--- config.mk ---
export PLATFORM = sky130hd
export DESIGN_NAME = flood_duplicate_filter_top
export DESIGN_NICKNAME = d
export VERILOG_FILES = /design/src/hdl/fdf_pkg.sv /design/src/hdl/flood_duplicate_filter_top.sv /design/src/hdl/fdf_cell.sv
export SDC_FILE = /design/constraint.sdc
export NUM_CORES = 1
export LEC_CHECK = 0
export ABC_CLOCK_PERIOD_IN_PS = 18700
export BUFFER_PORTS_ARGS = -buffer_cell sky130_fd_sc_hd__clkbuf_2
export CAP_MARGIN = 10
export CORE_UTILIZATION = 55
export CTS_BUF_LIST = sky130_fd_sc_hd__clkbuf_2 sky130_fd_sc_hd__clkbuf_4 sky130_fd_sc_hd__clkbuf_8
export DETAILED_ROUTE_END_ITERATION = 7
export GPL_ROUTABILITY_DRIVEN = 0
export PLACE_DENSITY = 0.74
export SLEW_MARGIN = 20
export SYNTH_ARGS = -nofsm -noshare
export SYNTH_HDL_FRONTEND = slang
export SYNTH_SLANG_ARGS = --single-unit
--- constraint.sdc ---
create_clock -name i_clk -period 18.7 [get_ports i_clk]
set_input_delay 3.74 -clock i_clk [delete_from_list [all_inputs] [get_ports i_clk]]
set_output_delay 3.74 -clock i_clk [all_outputs]
set_load 0.02 [all_outputs]
--- src/hdl/fdf_pkg.sv ---
// shared types and constants for the flooding duplicate filter
// no dependencies; imported by every module of the block
`default_nettype none

package fdf_pkg;

    localparam int HISTORY_DEPTH_DEF = 16;
    localparam int ID_BITS_DEF       = 16;

    localparam int MSG_ID_W = 16;
    localparam int TTL_W    = 8;
    localparam int HOPS_W   = 8;
    localparam int TTL_OUT_W = TTL_W + 1;

    typedef enum logic [1:0] {
        VERDICT_FWD      = 2'd0,
        VERDICT_DUP      = 2'd1,
        VERDICT_TTL_ZERO = 2'd2,
        VERDICT_TTL_NEG  = 2'd3
    } t_verdict;

    // search token that walks down the history chain
    typedef struct packed {
        logic run;
        logic hit;
    } t_probe;

endpackage

`default_nettype wire

--- src/hdl/flood_duplicate_filter_top.sv ---
// flooding relay forwarding filter: duplicate check against a chain of
// history cells, ttl decrement and hop increment; depends on fdf_pkg, fdf_cell
//
//  channel | direction | handshake                  | payload
//  input   | in        | i_in_valid / o_in_stall    | i_message_id, i_time_to_live, i_hops_so_far
//  output  | out       | o_out_valid / i_out_stall  | o_forward_now, o_verdict, o_first_arrival,
//          |           |                            | o_updated_ttl, o_updated_hops, o_echoed_id
//
// one item is in flight at a time: the next item is accepted only once the search
// token, walking one cell per cycle, has passed the whole chain and the result is out.
// synchronous active-low reset clears all valid bits at once, no clearing pass.
// the output register holds a finished item under stall while the block is
// free to accept the next one; a new result waits until that register frees.
`default_nettype none

module flood_duplicate_filter_top #(
    parameter int HISTORY_DEPTH = fdf_pkg::HISTORY_DEPTH_DEF,
    parameter int ID_BITS       = fdf_pkg::ID_BITS_DEF
) (
    input  wire logic                           i_clk,
    input  wire logic                           i_rst_n,
    input  wire logic                           i_in_valid,
    output logic                                o_in_stall,
    input  wire logic [fdf_pkg::MSG_ID_W-1:0]   i_message_id,
    input  wire logic [fdf_pkg::TTL_W-1:0]      i_time_to_live,
    input  wire logic [fdf_pkg::HOPS_W-1:0]     i_hops_so_far,
    output logic                                o_out_valid,
    input  wire logic                           i_out_stall,
    output logic                                o_forward_now,
    output logic [1:0]                          o_verdict,
    output logic                                o_first_arrival,
    output logic signed [fdf_pkg::TTL_OUT_W-1:0] o_updated_ttl,
    output logic [fdf_pkg::HOPS_W-1:0]          o_updated_hops,
    output logic [fdf_pkg::MSG_ID_W-1:0]        o_echoed_id
);
    import fdf_pkg::*;

    typedef enum logic [1:0] {
        S_IDLE,
        S_SEARCH,
        S_FINISH
    } t_state;

    t_state r_state;
    logic   r_inject;
    logic   r_hit;

    logic [MSG_ID_W-1:0] r_msg_id;
    logic [ID_BITS-1:0]  r_key;
    logic [TTL_W-1:0]    r_ttl;
    logic [HOPS_W-1:0]   r_hops;

    logic                 r_out_valid;
    logic                 r_out_fwd;
    t_verdict             r_out_verdict;
    logic                 r_out_first;
    logic [TTL_OUT_W-1:0] r_out_ttl;
    logic [HOPS_W-1:0]    r_out_hops;
    logic [MSG_ID_W-1:0]  r_out_id;

    logic                         in_accept;
    logic                         out_free;
    logic                         commit;
    logic [MSG_ID_W+ID_BITS-1:0]  id_ext;
    logic [ID_BITS-1:0]           n_key;
    t_verdict                     n_verdict;
    logic [TTL_OUT_W-1:0]         n_ttl;
    logic [HOPS_W-1:0]            n_hops;

    t_probe             probe    [HISTORY_DEPTH+1];
    logic [ID_BITS-1:0] sh_id    [HISTORY_DEPTH+1];
    logic               sh_valid [HISTORY_DEPTH+1];

    assign in_accept = i_in_valid && !o_in_stall;
    assign out_free  = !r_out_valid || !i_out_stall;

    // key is the id truncated or zero-extended to the history width
    assign id_ext = {{ID_BITS{1'b0}}, i_message_id};
    assign n_key  = id_ext[ID_BITS-1:0];

    always_comb begin
        n_ttl  = {1'b0, r_ttl} - TTL_OUT_W'(1);
        n_hops = (r_hops == {HOPS_W{1'b1}}) ? r_hops : r_hops + HOPS_W'(1);
        if (r_hit) begin
            n_verdict = VERDICT_DUP;
        end else if (r_ttl > TTL_W'(1)) begin
            n_verdict = VERDICT_FWD;
        end else if (r_ttl == TTL_W'(1)) begin
            n_verdict = VERDICT_TTL_ZERO;
        end else begin
            n_verdict = VERDICT_TTL_NEG;
        end
    end

    // a forwarded id shifts into the head; the oldest entry drops off the tail
    assign commit = (r_state == S_FINISH) && out_free && (n_verdict == VERDICT_FWD);

    assign probe[0].run = r_inject;
    assign probe[0].hit = 1'b0;
    assign sh_id[0]     = r_key;
    assign sh_valid[0]  = 1'b1;

    for (genvar k = 0; k < HISTORY_DEPTH; k++) begin : g_cell
        fdf_cell #(
            .ID_BITS (ID_BITS)
        ) u_cell (
            .i_clk         (i_clk),
            .i_rst_n       (i_rst_n),
            .i_key         (r_key),
            .i_probe       (probe[k]),
            .o_probe       (probe[k+1]),
            .i_shift       (commit),
            .i_shift_id    (sh_id[k]),
            .i_shift_valid (sh_valid[k]),
            .o_id          (sh_id[k+1]),
            .o_valid       (sh_valid[k+1])
        );
    end

    always_ff @(posedge i_clk) begin
        if (!i_rst_n) begin
            r_state     <= S_IDLE;
            r_inject    <= 1'b0;
            r_out_valid <= 1'b0;
        end else begin
            r_inject <= in_accept;
            if ((r_state == S_FINISH) && out_free) begin
                r_out_valid <= 1'b1;
            end else if (!i_out_stall) begin
                r_out_valid <= 1'b0;
            end
            unique case (r_state)
                S_IDLE: begin
                    if (in_accept) begin
                        r_state <= S_SEARCH;
                    end
                end
                S_SEARCH: begin
                    if (probe[HISTORY_DEPTH].run) begin
                        r_state <= S_FINISH;
                    end
                end
                S_FINISH: begin
                    if (out_free) begin
                        r_state <= S_IDLE;
                    end
                end
                default: begin
                    r_state <= S_IDLE;
                end
            endcase
        end

        if (in_accept) begin
            r_msg_id <= i_message_id;
            r_key    <= n_key;
            r_ttl    <= i_time_to_live;
            r_hops   <= i_hops_so_far;
        end
        if ((r_state == S_SEARCH) && probe[HISTORY_DEPTH].run) begin
            r_hit <= probe[HISTORY_DEPTH].hit;
        end
        if ((r_state == S_FINISH) && out_free) begin
            r_out_fwd     <= (n_verdict == VERDICT_FWD);
            r_out_verdict <= n_verdict;
            r_out_first   <= !r_hit;
            r_out_ttl     <= n_ttl;
            r_out_hops    <= n_hops;
            r_out_id      <= r_msg_id;
        end
    end

    assign o_in_stall      = (r_state != S_IDLE);
    assign o_out_valid     = r_out_valid;
    assign o_forward_now   = r_out_fwd;
    assign o_verdict       = r_out_verdict;
    assign o_first_arrival = r_out_first;
    assign o_updated_ttl   = r_out_ttl;
    assign o_updated_hops  = r_out_hops;
    assign o_echoed_id     = r_out_id;

endmodule

`default_nettype wire

--- src/hdl/fdf_cell.sv ---
// one history cell: holds a stored id and its valid bit, compares the probe
// key and passes the search token and its own contents to the next cell
// depends on fdf_pkg
`default_nettype none

module fdf_cell #(
    parameter int ID_BITS = 16
) (
    input  wire logic               i_clk,
    input  wire logic               i_rst_n,
    input  wire logic [ID_BITS-1:0] i_key,
    input  wire fdf_pkg::t_probe    i_probe,
    output fdf_pkg::t_probe         o_probe,
    input  wire logic               i_shift,
    input  wire logic [ID_BITS-1:0] i_shift_id,
    input  wire logic               i_shift_valid,
    output logic [ID_BITS-1:0]      o_id,
    output logic                    o_valid
);
    import fdf_pkg::*;

    logic [ID_BITS-1:0] r_id;
    logic               r_valid;
    t_probe             r_probe;
    t_probe             n_probe;

    always_comb begin
        n_probe.run = i_probe.run;
        n_probe.hit = i_probe.hit | (r_valid && (r_id == i_key));
    end

    always_ff @(posedge i_clk) begin
        if (!i_rst_n) begin
            r_valid     <= 1'b0;
            r_probe.run <= 1'b0;
        end else begin
            r_probe.run <= n_probe.run;
            if (i_shift) begin
                r_valid <= i_shift_valid;
            end
        end
        r_probe.hit <= n_probe.hit;
        if (i_shift) begin
            r_id <= i_shift_id;
        end
    end

    assign o_probe = r_probe;
    assign o_id    = r_id;
    assign o_valid = r_valid;

endmodule

`default_nettype wire

After elaboration in Yosys (flattened, before gate mapping)
Index checks and enable logic that the tools add are counted.
Widths: inputs -> output; s select.
{"block": "totals", "reg_bits": 378, "latch_bits": 0, "ram_bits": 0, "romBits": 0, "out_inout_bits": 39, "elab_cells": 158, "mem_count": 0}
{"block": "classes", "n_addsub": 2, "n_mul": 0, "div": 0, "magnitude_cmp": 1, "n_eq_ne": 24, "shifts": 0, "muxes": 10, "bitwise": 15, "n_reduce_logical": 29}
{"cell": "$eq 16x16->1", "n": 16}
{"cell": "$logic_and 1x1->1", "n": 20}
{"cell": "$or 1x1->1", "n": 15}
{"cell": "$mux 2", "n": 5}
{"cell": "$sub 8x1->9 const B", "n": 1}
{"cell": "$add 8x1->8 const B", "n": 1}
{"cell": "$eq 8x1->1 const B", "n": 1}
{"cell": "$eq 8x8->1 const B", "n": 1}
{"cell": "$gt 8x1->1 const B", "n": 1}
{"cell": "$mux 8", "n": 1}
{"cell": "$pmux 2 s3", "n": 1}
{"cell": "$logic_not 1->1", "n": 4}
{"cell": "$logic_not 2->1", "n": 2}
{"cell": "$ne 2x1->1 const B", "n": 2}
{"cell": "$ne 2x2->1 const B", "n": 2}
{"cell": "$mux 1", "n": 3}
{"cell": "$reduce_and 3->1", "n": 1}
{"cell": "$eq 2x1->1 const B", "n": 1}
{"cell": "$eq 2x2->1 const B", "n": 1}
{"cell": "$reduce_bool 2->1", "n": 1}
{"cell": "$logic_or 1x1->1", "n": 1}

Logic depth before layout (Yosys ltp)
Gate-level depths: netlist of the first run.
{"block": "depth", "word_depth": 6, "depth_mapped": 7}

Cells and area by module
A second synthesis of the first run with hierarchy kept.
{"block": "hier_totals", "hier_cells": 850, "hier_area_um2": 14531.4}
{"module": "fdf_cell", "n_inst": 16, "cells_per_inst": 44, "area_per_inst_um2": 742.0, "seq_area_each_um2": 540.5}
{"module": "flood_duplicate_filter_top", "n_inst": 1, "cells_per_inst": 146, "area_per_inst_um2": 2660.1, "seq_area_each_um2": 2182.1}

Worst setup path after synthesis of the first run
OpenSTA, ideal clock, no wires.
{"block": "synth_path", "path_type": "input to register", "start": "input port i_out_stall", "end": "register g_cell[0].u_cell.r_id[0] (enable)", "setup_time_ns": 0.498, "arrival_ns": 8.882, "path_slack_ns": 9.320, "cell_stages": 3, "cell_sequence": "a21oi_1 nand2_1 inv_2"}
{"block": "synth_via", "elab_chain_len": 4}
{"item": "start: declaration", "line_no": "flood_duplicate_filter_top.sv:28", "source": "input wire logic i_out_stall,"}
{"item": "$logic_not 1->1"}
{"item": "$logic_or 1x1->1", "line_no": "flood_duplicate_filter_top.sv:75", "source": "assign out_free = !r_out_valid || !i_out_stall;"}
{"item": "$logic_and 1x1->1 (2 in a row)", "line_no": "flood_duplicate_filter_top.sv:96", "source": "assign commit = (r_state == S_FINISH) && out_free && (n_verdict == VERDICT_FWD);"}
{"item": "via commit", "line_no": "flood_duplicate_filter_top.sv:63", "source": "logic commit;"}
{"item": "end signal: assignment", "line_no": "fdf_cell.sv:44", "source": "r_id <= i_shift_id;"}
{"item": "end: declaration", "line_no": "fdf_cell.sv:22", "source": "logic [ID_BITS-1:0] r_id;"}
The timed path passes the listed nets, and every way through them passes these cells.
A chain may end at the register's enable or synchronous reset.

Final worst setup path of the first run
{"block": "layout_path", "start": "input port i_out_stall", "end": "register g_cell[0].u_cell.r_id[7] (enable)"}
Same word-level chain as after synthesis.

==> run summary, run 1 <==
### Run status
* run status: finished clean

### Critical path
* launching element type of the critical path: input pin
* critical-path maximum fanout: 119
* end of the worst register-to-register path: g_cell[0].u_cell.o_id[7]
* crit-path max cell delay: 900 ps
* category of the worst setup path capture point: flop
* Worst path slowest cell: sky130_fd_sc_hd__buf_4
* critical register-to-register path startpoint: r_state[0]
* buffers and inverters on the worst path: 4
* critical path start-end classification: in -> reg
* CP delay by family, top: buffers and inverters
* Worst R2R Setup Slack: 14,960 ps
* most prevalent standard cell on the critical path: sky130_fd_sc_hd__buf_4
* reg2reg path depth: 6
* Critical Path RT: 18,910 ps
* worst-path cell chain: clkbuf_2 > a21oi_4 > buf_4 > nand2_1 > inv_8 > buf_4
* data arrival at the endpoint of the critical path: 6680 ps

### Floorplanning
* x dimension of the die: 165.5 um
* core area: 0.02613 mm2
* full die area: 0.02738 mm2
* die extent in y: 165.5 um
* number of cell rows: 59
* num ports: 75
* starting density of the core: 56.23%

### Timing
* highest attainable clock frequency: 0.1545 GHz
* setup repair after global routing missed its margin: no
* Min Clock Period, post-route: 6475 ps
* setup_tns: 0 ps
* Final setup viols: 0
* count of final max-slew check failures: 0
* actual slew at the worst max-slew pin: 1082 ps
* number of hold violations in the final report: 0
* Slew Limit Headroom: 27.89%
* Layout Skew: 23.97 ps
* final cycle utilization of the critical path: 34.62%

### Power
* Power Density: 100.5 mW/mm2
* post-layout total power: 1.661 mW
* peak ir drop on the vdd network: 0.00007225 V
* power share of the sequential group: 55.5%
* switching part of the total: 20.74%
* Internal Power: 1.316 mW
* Psw: 0.3443 mW
* share of total power in combinational logic: 3.0%
* leakage power: 5.594 nW
* Clk pwr share: 41.5%

### Place
* post-detail-place hpwl: 15.87 mm
* count of input and output buffers: 74

### Clocking
* postcts setup bufs: 0
* CTS tree: done
* count of hold-fix buffers inserted at cts: 0
* clock latency at the later pin of the worst-skew pair: 590 ps
* buffer depth of the longest clock path: 3
* maximum level of the CTS H-tree: 2
* clock-pin slew reported for the worst setup and hold paths after clock tree synthesis: 60 ps
* Inserted Clock Buffers: 58
* CTS resizes: 0
* clock sinks: 378
* Clock Tree Root: sky130_fd_sc_hd__clkbuf_8

### Synthesis
* area of the mapped netlist: 0.01470 mm2
* number of nets produced by synthesis: 922
* Post-Synthesis Mean Instance Area: 16.64 um2
* Yosys warning total: 0
* number of flops mapped to enable cells by yosys: 326
* flip-flop and latch count after synthesis: 378
* share of flip-flops with an asynchronous set or reset: 0%
* number of distinct standard cells referenced by the synthesized netlist: 38
* Synth Flop Type: sky130_fd_sc_hd__edfxtp_1
* gate count of the mapped netlist: 883
* fraction of the yosys area taken by sequential cells: 73.70%

### Route
* DR vias: 7,070
* number of iterations in the first detailed-routing pass: 4
* number of DRC markers after the initial detailed-route iteration: 424
* sum of routed wire length over all layers: 23.90 mm
* Final ANT Viol Nets: 0
* vias per cell: 5.157
* DR DRC count: 0
* DR WL/cell: 17.43 um

### Hold path
* worst hold path cell count: 1
* worst hold path startpoint: g_cell[10].u_cell.o_probe[0]
* worst min path class: reg -> reg
* worst hold endpoint: g_cell[11].u_cell.o_probe[0]

### Global route
* vias in the first global route: 7,393
* global-route wire length before repair: 37.27 mm
* maximum number of pins on one net before global-route repair: 120
* overall routing resource usage: 18.23%
* gr ovfl total: 0
* initial antenna violation count: 0

### Finish
* final net count: 1,030
* # diodes: 0
* number of filler cells placed in the layout: 1,881
* Area growth, synth to finish: 12.42%
* share of post-route cells with drive strength above 1: 17.47%

### Flow run
* number of max-cap violations: 0

[synth_stat cells, drive strengths merged, types with 2 or more instances]
library cell | n | area [um2]
o21a | 2 | 15.01
and2 | 17 | 106.4
a41o | 15 | 150.1
nor4 | 17 | 112.6
inv | 7 | 26.27
ha | 3 | 37.54
a31oi | 3 | 18.77
nor2 | 8 | 30.03
dfxtp | 52 | 1041
nand2 | 27 | 101.4
clkbuf | 4 | 15.01
xnor2 | 197 | 1725
buf | 33 | 242.7
edfxtp | 326 | 9789
nand2b | 2 | 12.51
a21oi | 2 | 10.01
nor3 | 18 | 95.09
mux2i | 17 | 170.2
xor2 | 68 | 603.1
nand4 | 35 | 219.0
o21ai | 2 | 10.01
nand3 | 19 | 95.09
[flip-flops by register name, indices dropped and copies added (netlist names), 2 cells and up]
register               flops
r_key                     16
g_cell.u_cell.o_id       256
g_cell.u_cell.o_probe     32
o_updated_hops             8
g_cell.u_cell.o_valid     16
r_state                    2
r_ttl                      8
o_echoed_id               16
r_hops                     8
o_verdict                  2
o_updated_ttl              9
[worst reg2reg max path, stage by stage, from the launching register on]
cell and delay (ps):
sky130_fd_sc_hd__dfxtp_1 330, sky130_fd_sc_hd__nand2b_1 210, sky130_fd_sc_hd__a21oi_4 120, sky130_fd_sc_hd__buf_4 430, sky130_fd_sc_hd__nand2_1 570, sky130_fd_sc_hd__inv_8 730
sky130_fd_sc_hd__buf_4 910
[per-stage QoR]
step	cell area [um2]	util, %	hold WS [ps]	worst slack, ps	instances
after floorplan	14700	-	385.5	9320	883
after global placement	15340	58.69	397.0	11610	1266
after detailed placement	15340	58.69	396.9	11520	1266
after CTS	16520	63.22	409.7	12160	1371
after global routing	16520	63.22	420.4	11960	1371
final	16520	63.22	403.7	12230	1371
[how the worst max path moves through the flow]
stage                      from                        to  slack, ps  cells past startpoint
finish              i_out_stall  g_cell[0].u_cell.o_id[7]      12230                      6
global route        i_out_stall  g_cell[4].u_cell.o_id[8]      11960                      6
CTS                 i_out_stall  g_cell[4].u_cell.o_id[8]      12160                      6
detailed placement  i_out_stall  g_cell[2].u_cell.o_id[4]      11520                      6
global placement    i_out_stall  g_cell[0].u_cell.o_id[7]      11610                      6
floorplan           i_out_stall  g_cell[0].u_cell.o_id[0]       9320                      3
[power groups by stage]
stage               clock (mW)  sequential, mW  combinational, mW
CTS                      0.708           0.922             0.0507
finish                   0.689           0.922             0.0494
floorplan                    0           0.931             0.0450
detailed placement           0           0.940             0.0504
global route             0.746           0.923             0.0544
global placement             0           0.940             0.0490
[metal layers]
layer	vias to the layer above	share of wire [%]	wire length [um]	track usage (%)
met4	0	2.0	467	5.826
li1	3437	-	-	-
met5	-	0	0	0
met2	148	55	13170	34.13
met3	44	3.4	824	3.472
met1	3441	39	9439	20.78
[area by class of cell]
type | count | area (um2) | area share, %
repair buffers | 85 | 452.9 | 2.742
multi-input cells | 461 | 3600 | 21.79
clock inverters | 37 | 311.5 | 1.886
well taps | 335 | 419.2 | 2.537
clock buffers | 68 | 873.3 | 5.286
flip-flops and latches | 378 | 10830 | 65.56
inverters | 7 | 33.78 | 0.2045
[cell families after synthesis]
family | count (synthesis) | synth area share (%)
compound gates | 26 | 1.490
xor+xnor | 265 | 15.85
fa+ha+maj | 3 | 0.2555
buf+inv | 44 | 1.933
flops | 378 | 73.70
mux | 18 | 1.235
simple gates | 149 | 5.543
[cells in the final DEF (no fill, tap or decap), drive strengths merged, types with 18 or more instances in the layout]
cell type	n
xor2	68
nand4	35
clkinv	29
clkbuf	142
nor3	18
nand2	27
edfxtp	326
nand3	19
dfxtp	52
xnor2	197
Note: power is estimated with default switching activity, not from simulation.
==> run 2: changes to the inputs <==
- ABC_CLOCK_PERIOD_IN_PS: 18700 -> 5350
- PLACE_DENSITY: 0.74 -> 0.77
- clock period: 18.7 -> 5.35 ns (I/O delays scaled with it)
==> run 2 against run 1 <==
Compared with the run above:
- setup slack worse by 10000 ps
- flip-flop and latch count stayed put
- power grew to 3.4 times the previous value
- combinational power grew to 4.0 times the previous value
- largest cell class unchanged
- largest power group unchanged
==> run summary, run 2 (synthesis results as in run 1) <==
### Run status
* run status: finished clean, unchanged

### Clocking
* buffer depth of the longest clock path: 3, unchanged
* Clock Tree Root: sky130_fd_sc_hd__clkbuf_8, unchanged
* postcts setup bufs: 0, unchanged
* CTS tree: done, unchanged
* count of hold-fix buffers inserted at cts: 0, unchanged
* clock sinks: 378, unchanged
* maximum level of the CTS H-tree: 2, unchanged
* clock-pin slew reported for the worst setup and hold paths after clock tree synthesis: 60 ps, about the same
* CTS resizes: 0, unchanged
* clock latency at the later pin of the worst-skew pair: 580 ps, was 590 ps
* Inserted Clock Buffers: 55, was 58

### Finish
* number of filler cells placed in the layout: 1,876, was 1,881
* final net count: 1,034, was 1,030
* most frequent cells in the layout: sky130_fd_sc_hd__edfxtp_1, sky130_fd_sc_hd__xnor2_1, sky130_fd_sc_hd__clkbuf_2, sky130_fd_sc_hd__xor2_1, sky130_fd_sc_hd__clkbuf_8, unchanged
* number of flip-flops in the largest register: 256, unchanged
* # diodes: 0, unchanged
* final cell count without fillers: 1,372, was 1,371
* share of post-route cells with drive strength above 1: 18.51%, was 17.47%
* leading cell type in the layout, fill and taps excluded: sky130_fd_sc_hd__edfxtp_1, unchanged
* Area growth, synth to finish: 12.43%, was 12.42%

### Power
* peak ir drop on the vdd network: 0.0002863 V, was 0.00007225 V
* Power Density: 343.4 mW/mm2, was 100.5 mW/mm2
* leakage power: 5.611 nW, was 5.594 nW

### Place
* number of placed instances with taps included: 1,273, was 1,266
* post-detail-place hpwl: 16.77 mm, was 15.87 mm
* count of input and output buffers: 74, unchanged

### Critical path
* critical-path maximum fanout: 64, was 119
* crit-path max cell delay: 580 ps, was 900 ps
* Critical Path RT: 5560 ps, was 18,910 ps
* CP delay by family, top: buffers and inverters, unchanged
* worst-path cell chain: clkbuf_2 > a21oi_4 > buf_4 > nand2_1 > inv_8 > buf_4, unchanged
* category of the worst setup path capture point: flop, unchanged
* most prevalent standard cell on the critical path: sky130_fd_sc_hd__buf_4, unchanged
* data arrival at the endpoint of the critical path: 3400 ps, was 6680 ps
* Worst path slowest cell: sky130_fd_sc_hd__inv_8, was sky130_fd_sc_hd__buf_4
* critical path start-end classification: in -> reg, unchanged
* launching element type of the critical path: input pin, unchanged
* buffers and inverters on the worst path: 4, unchanged

### Global route
* gr ovfl total: 0, unchanged
* global-route wire length before repair: 38.23 mm, was 37.27 mm
* met2 demand-to-capacity share in global routing: 35.30%, was 34.13%
* vias in the first global route: 7,625, was 7,393
* maximum number of pins on one net before global-route repair: 81, was 120
* initial antenna violation count: 0, unchanged
* Global Route met3 Usage: 4.321%, was 3.472%
* overall routing resource usage: 18.81%, was 18.23%
* grt met1 use: 20.15%, was 20.78%
* peak-usage layer in the global routing report: met2, unchanged

### Floorplanning
* number of cell rows: 59, unchanged
* die extent in y: 165.5 um, unchanged
* core area: 0.02613 mm2, unchanged
* full die area: 0.02738 mm2, unchanged
* x dimension of the die: 165.5 um, unchanged
* starting density of the core: 56.23%, unchanged
* num ports: 75, unchanged

### Timing
* Final setup viols: 0, unchanged
* setup repair after global routing missed its margin: no, unchanged
* Slew Limit Headroom: 34.26%, was 27.89%
* Layout Skew: 35.30 ps, was 23.97 ps
* count of final max-slew check failures: 0, unchanged
* actual slew at the worst max-slew pin: 986.1 ps, was 1082 ps
* highest attainable clock frequency: 0.3132 GHz
* final cycle utilization of the critical path: 59.69%
* number of hold violations in the final report: 0, unchanged
* Min Clock Period, post-route: 3193 ps
* setup_tns: 0 ps, unchanged

### Route
* DR DRC count: 0, unchanged
* vias per cell: 5.280, was 5.157
* number of iterations in the first detailed-routing pass: 4, unchanged
* DR WL/cell: 18.20 um, was 17.43 um
* Final ANT Viol Nets: 0, unchanged
* number of DRC markers after the initial detailed-route iteration: 479, was 424
* sum of routed wire length over all layers: 24.97 mm, was 23.90 mm
* DR vias: 7,244, was 7,070

### Flow run
* number of max-cap violations: 0, unchanged

### Hold path
* worst min path class: reg -> reg, unchanged

## run 2: changes by cell type in the layout (fill, tap and decap cells not counted), sizes merged
cell / delta
clkbuf: +17
clkinvlp: -1
clkinv: -18
buf: +7
bufinv: -4
## run 2: metrics by stage
step           area, um2  setup WS (ps)  util, %  power, mW  hold WS, ps
6_report           16520           2157    63.22      5.673        403.3
2_1_floorplan      14700          80.19        -      3.413        385.5
4_1_cts            16520           2168    63.22      5.731        410.3
3_5_place_dp       15410           1588    58.98      3.465        400.3
3_3_place_gp       15410           1640    58.98      3.458        394.4
5_1_grt            16520           1980    63.22      5.873        432.0
## run 2: worst paths after layout
path,depth (start not counted),slack (ps),from,endpoint
hold reg to reg,1,400,g_cell[10].u_cell.o_probe[0],g_cell[11].u_cell.o_probe[0]
setup / recovery,6,2160,i_out_stall,g_cell[10].u_cell.o_id[14]
hold / removal,1,400,g_cell[10].u_cell.o_probe[0],g_cell[11].u_cell.o_probe[0]
setup reg to reg,6,2230,r_state[0],g_cell[10].u_cell.o_id[14]
## run 2: final cells by class
class | instances | area, um2 | area share, %
sequential | 378 | 10830 | 65.55
multi-input combinational | 461 | 3600 | 21.79
clock buffer | 85 | 1013 | 6.134
timing repair buffer | 92 | 530.5 | 3.211
tap | 335 | 419.2 | 2.537
clock inverter | 14 | 95.09 | 0.5755
inverter | 7 | 33.78 | 0.2045
## run 2: metal layers
metal	vias up	share of wire (%)	wire, um
met2	178	55	13640
met4	0	3.0	748
met5	-	0	0
met3	50	4.6	1159
li1	3445	-	-
met1	3571	38	9416
## run 2: power by group
part	switching, mW	internal (mW)
Combinational	0.110	0.0855
Clock	1.02	1.25
Sequential	0.0194	3.18
## run 2: worst reg2reg max path: stages (launching register included)
cell and delay [ps]:
sky130_fd_sc_hd__dfxtp_1 330, sky130_fd_sc_hd__nand2b_1 210, sky130_fd_sc_hd__a21oi_4 130, sky130_fd_sc_hd__buf_4 430
sky130_fd_sc_hd__nand2_1 570, sky130_fd_sc_hd__inv_8 580, sky130_fd_sc_hd__buf_4 490
==> run 3: changes to the inputs <==
- ABC_CLOCK_PERIOD_IN_PS: 5350 -> 3300
- PLACE_DENSITY: 0.77 -> 0.74
- clock period: 5.35 -> 3.3 ns (I/O delays scaled with it)
==> run 3 against run 2 <==
Compared with the run above:
- wire length decreased by 0.26%
- via count is 0.90% lower
- final cell count rose by 1.1%
- critical path depth is the same
- flip-flop and latch count stayed put
- combinational power grew 38%
- register-to-register slack lost 1400 ps
- clock power is 63% higher
- global-route usage is 0.14 points higher
- non-clock buffer count up 15
- critical path type is now reg -> reg
- highest routed layer unchanged
==> run summary, run 3 (synthesis results as in run 1) <==
### Finish
* leading cell type in the layout, fill and taps excluded: sky130_fd_sc_hd__edfxtp_1, unchanged
* share of post-route cells with drive strength above 1: 19.68%, was 18.51%
* final net count: 1,051, was 1,034
* Area growth, synth to finish: 13.38%, was 12.43%
* cell area after layout: 0.01666 mm2, was 0.01652 mm2
* number of flip-flops in the largest register: 256, unchanged
* Util after Layout: 63.76%, was 63.22%
* # diodes: 0, unchanged
* most frequent cells in the layout: sky130_fd_sc_hd__edfxtp_1, sky130_fd_sc_hd__xnor2_1, sky130_fd_sc_hd__clkbuf_2, sky130_fd_sc_hd__xor2_1, sky130_fd_sc_hd__clkbuf_8, unchanged

### Critical path
* critical path start-end classification: reg -> reg, was in -> reg
* category of the worst setup path capture point: flop, unchanged
* worst-path cell chain: ha_1 > o21bai_1 > a31oi_1 > nand2_1 > inv_12 > buf_4, was clkbuf_2 > a21oi_4 > buf_4 > nand2_1 > inv_8 > buf_4
* crit-path max cell delay: 440 ps, was 580 ps
* Worst path slowest cell: sky130_fd_sc_hd__edfxtp_1, was sky130_fd_sc_hd__inv_8
* data arrival at the endpoint of the critical path: 2770 ps, was 3400 ps
* Critical Path RT: 3580 ps, was 5560 ps
* Worst R2R Setup Slack: 810 ps, was 2230 ps
* launching element type of the critical path: flop, was input pin
* critical-path maximum fanout: 116, was 64

### Global route
* gr ovfl total: 0, unchanged
* maximum number of pins on one net before global-route repair: 117, was 81
* vias in the first global route: 7,483, was 7,625
* initial antenna violation count: 0, unchanged
* global-route wire length before repair: 38.45 mm, was 38.23 mm
* overall routing resource usage: 18.95%, was 18.81%

### Route
* DR WL/cell: 17.96 um, was 18.20 um
* sum of routed wire length over all layers: 24.90 mm, was 24.97 mm
* number of iterations in the first detailed-routing pass: 4, unchanged
* DR vias: 7,179, was 7,244
* Final ANT Viol Nets: 0, unchanged
* DR DRC count: 0, unchanged
* vias per cell: 5.176, was 5.280
* number of DRC markers after the initial detailed-route iteration: 372, was 479

### Floorplanning
* num ports: 75, unchanged
* core area: 0.02613 mm2, unchanged
* starting density of the core: 56.23%, unchanged
* number of cell rows: 59, unchanged
* full die area: 0.02738 mm2, unchanged
* die extent in y: 165.5 um, unchanged
* x dimension of the die: 165.5 um, unchanged

### Run status
* run status: finished clean, unchanged

### Timing
* final cycle utilization of the critical path: 75.49%
* number of hold violations in the final report: 0, unchanged
* highest attainable clock frequency: 0.4014 GHz
* count of final max-slew check failures: 0, unchanged
* Min Clock Period, post-route: 2491 ps
* Final setup viols: 0, unchanged
* Slew Limit Headroom: 30.80%, was 34.26%
* actual slew at the worst max-slew pin: 1038 ps, was 986.1 ps
* setup repair after global routing missed its margin: no, unchanged
* Layout Skew: 15.67 ps, was 35.30 ps
* worst hold-check slack: 242.7 ps, was 403.3 ps
* setup_tns: 0 ps, unchanged

### Clocking
* CTS resizes: 0, unchanged
* Clock Tree Root: sky130_fd_sc_hd__clkbuf_8, unchanged
* Inserted Clock Buffers: 57, was 55
* clock sinks: 378, unchanged
* clock latency at the later pin of the worst-skew pair: 590 ps, was 580 ps
* buffer depth of the longest clock path: 3, unchanged
* count of hold-fix buffers inserted at cts: 0, unchanged
* CTS tree: done, unchanged
* postcts setup bufs: 0, unchanged
* clock-pin slew reported for the worst setup and hold paths after clock tree synthesis: 60 ps, about the same
* maximum level of the CTS H-tree: 2, unchanged

### Flow run
* number of max-cap violations: 0, unchanged

### Hold path
* worst min path class: in -> reg, was reg -> reg

### Power
* leakage power: 5.696 nW, was 5.611 nW
* peak ir drop on the vdd network: 0.0003618 V, was 0.0002863 V
* post-layout total power: 9.213 mW, was 5.673 mW
* Power Density: 553.0 mW/mm2, was 343.4 mW/mm2

### Place
* post-detail-place hpwl: 16.69 mm, was 16.77 mm
* count of input and output buffers: 74, unchanged
* area after detailed placement: 0.01554 mm2, was 0.01541 mm2

## run 3: cell count changes in the layout (fill, tap and decap cells not counted), sizes merged
| cell | change |
|---|---|
| buf | +15 |
| bufinv | -1 |
| clkbuf | +3 |
| clkinv | -2 |
| clkinvlp | -1 |
| inv | +1 |
## run 3: final timing paths
| check | cells past startpoint | endpoint | from |
|---|---|---|---|
| worst max register to register | 6 | g_cell[14].u_cell.o_id[1] | r_ttl[0] |
| worst min-delay path | 1 | r_key[0] | i_message_id[0] |
| worst min register to register | 1 | g_cell[6].u_cell.o_probe[0] | g_cell[5].u_cell.o_probe[0] |
| worst max-delay path | 6 | g_cell[14].u_cell.o_id[1] | r_ttl[0] |
## run 3: routing by layer
metal | vias to the layer above | GRT usage (%) | share of wire (%) | wire [um]
met5 | - | 0 | 0 | 0
met2 | 136 | 34.73 | 54 | 13420
met1 | 3519 | 22.24 | 41 | 10150
li1 | 3482 | - | - | -
met3 | 42 | 3.771 | 3.6 | 891
met4 | 0 | 5.909 | 1.7 | 434
## run 3: per-stage QoR
stage	setup WS, ps	cells
after global placement	922.8	1288
after CTS	826.0	1387
after detailed placement	851.7	1288
final	808.7	1387
after floorplan	336.0	883
after global routing	649.2	1387
## run 3: where the power goes
| group | total (mW) | internal [mW] | switching, mW |
|---|---|---|---|
| sequential | 5.25 | 5.16 | 0.0852 |
| combinational | 0.271 | 0.144 | 0.126 |
| clock | 3.69 | 2.03 | 1.66 |
## run 3: area by class of cell
cell class                 count  area [um2]
clock inverter                11       56.30
timing repair buffer         107       655.6
fill                        1879        9472
sequential                   378       10830
tap                          335       419.2
clock buffer                  88        1061
inverter                       7       38.79
multi-input combinational    461        3600
## run 3: critical path: cells and delay by family (launching register included)
family	cells	cell delay (ps)
AOI/OAI and AO/OA	2	360
adders and majority gates	1	240
buffers and inverters	2	750
DFF	1	440
and+or+nand+nor	1	230
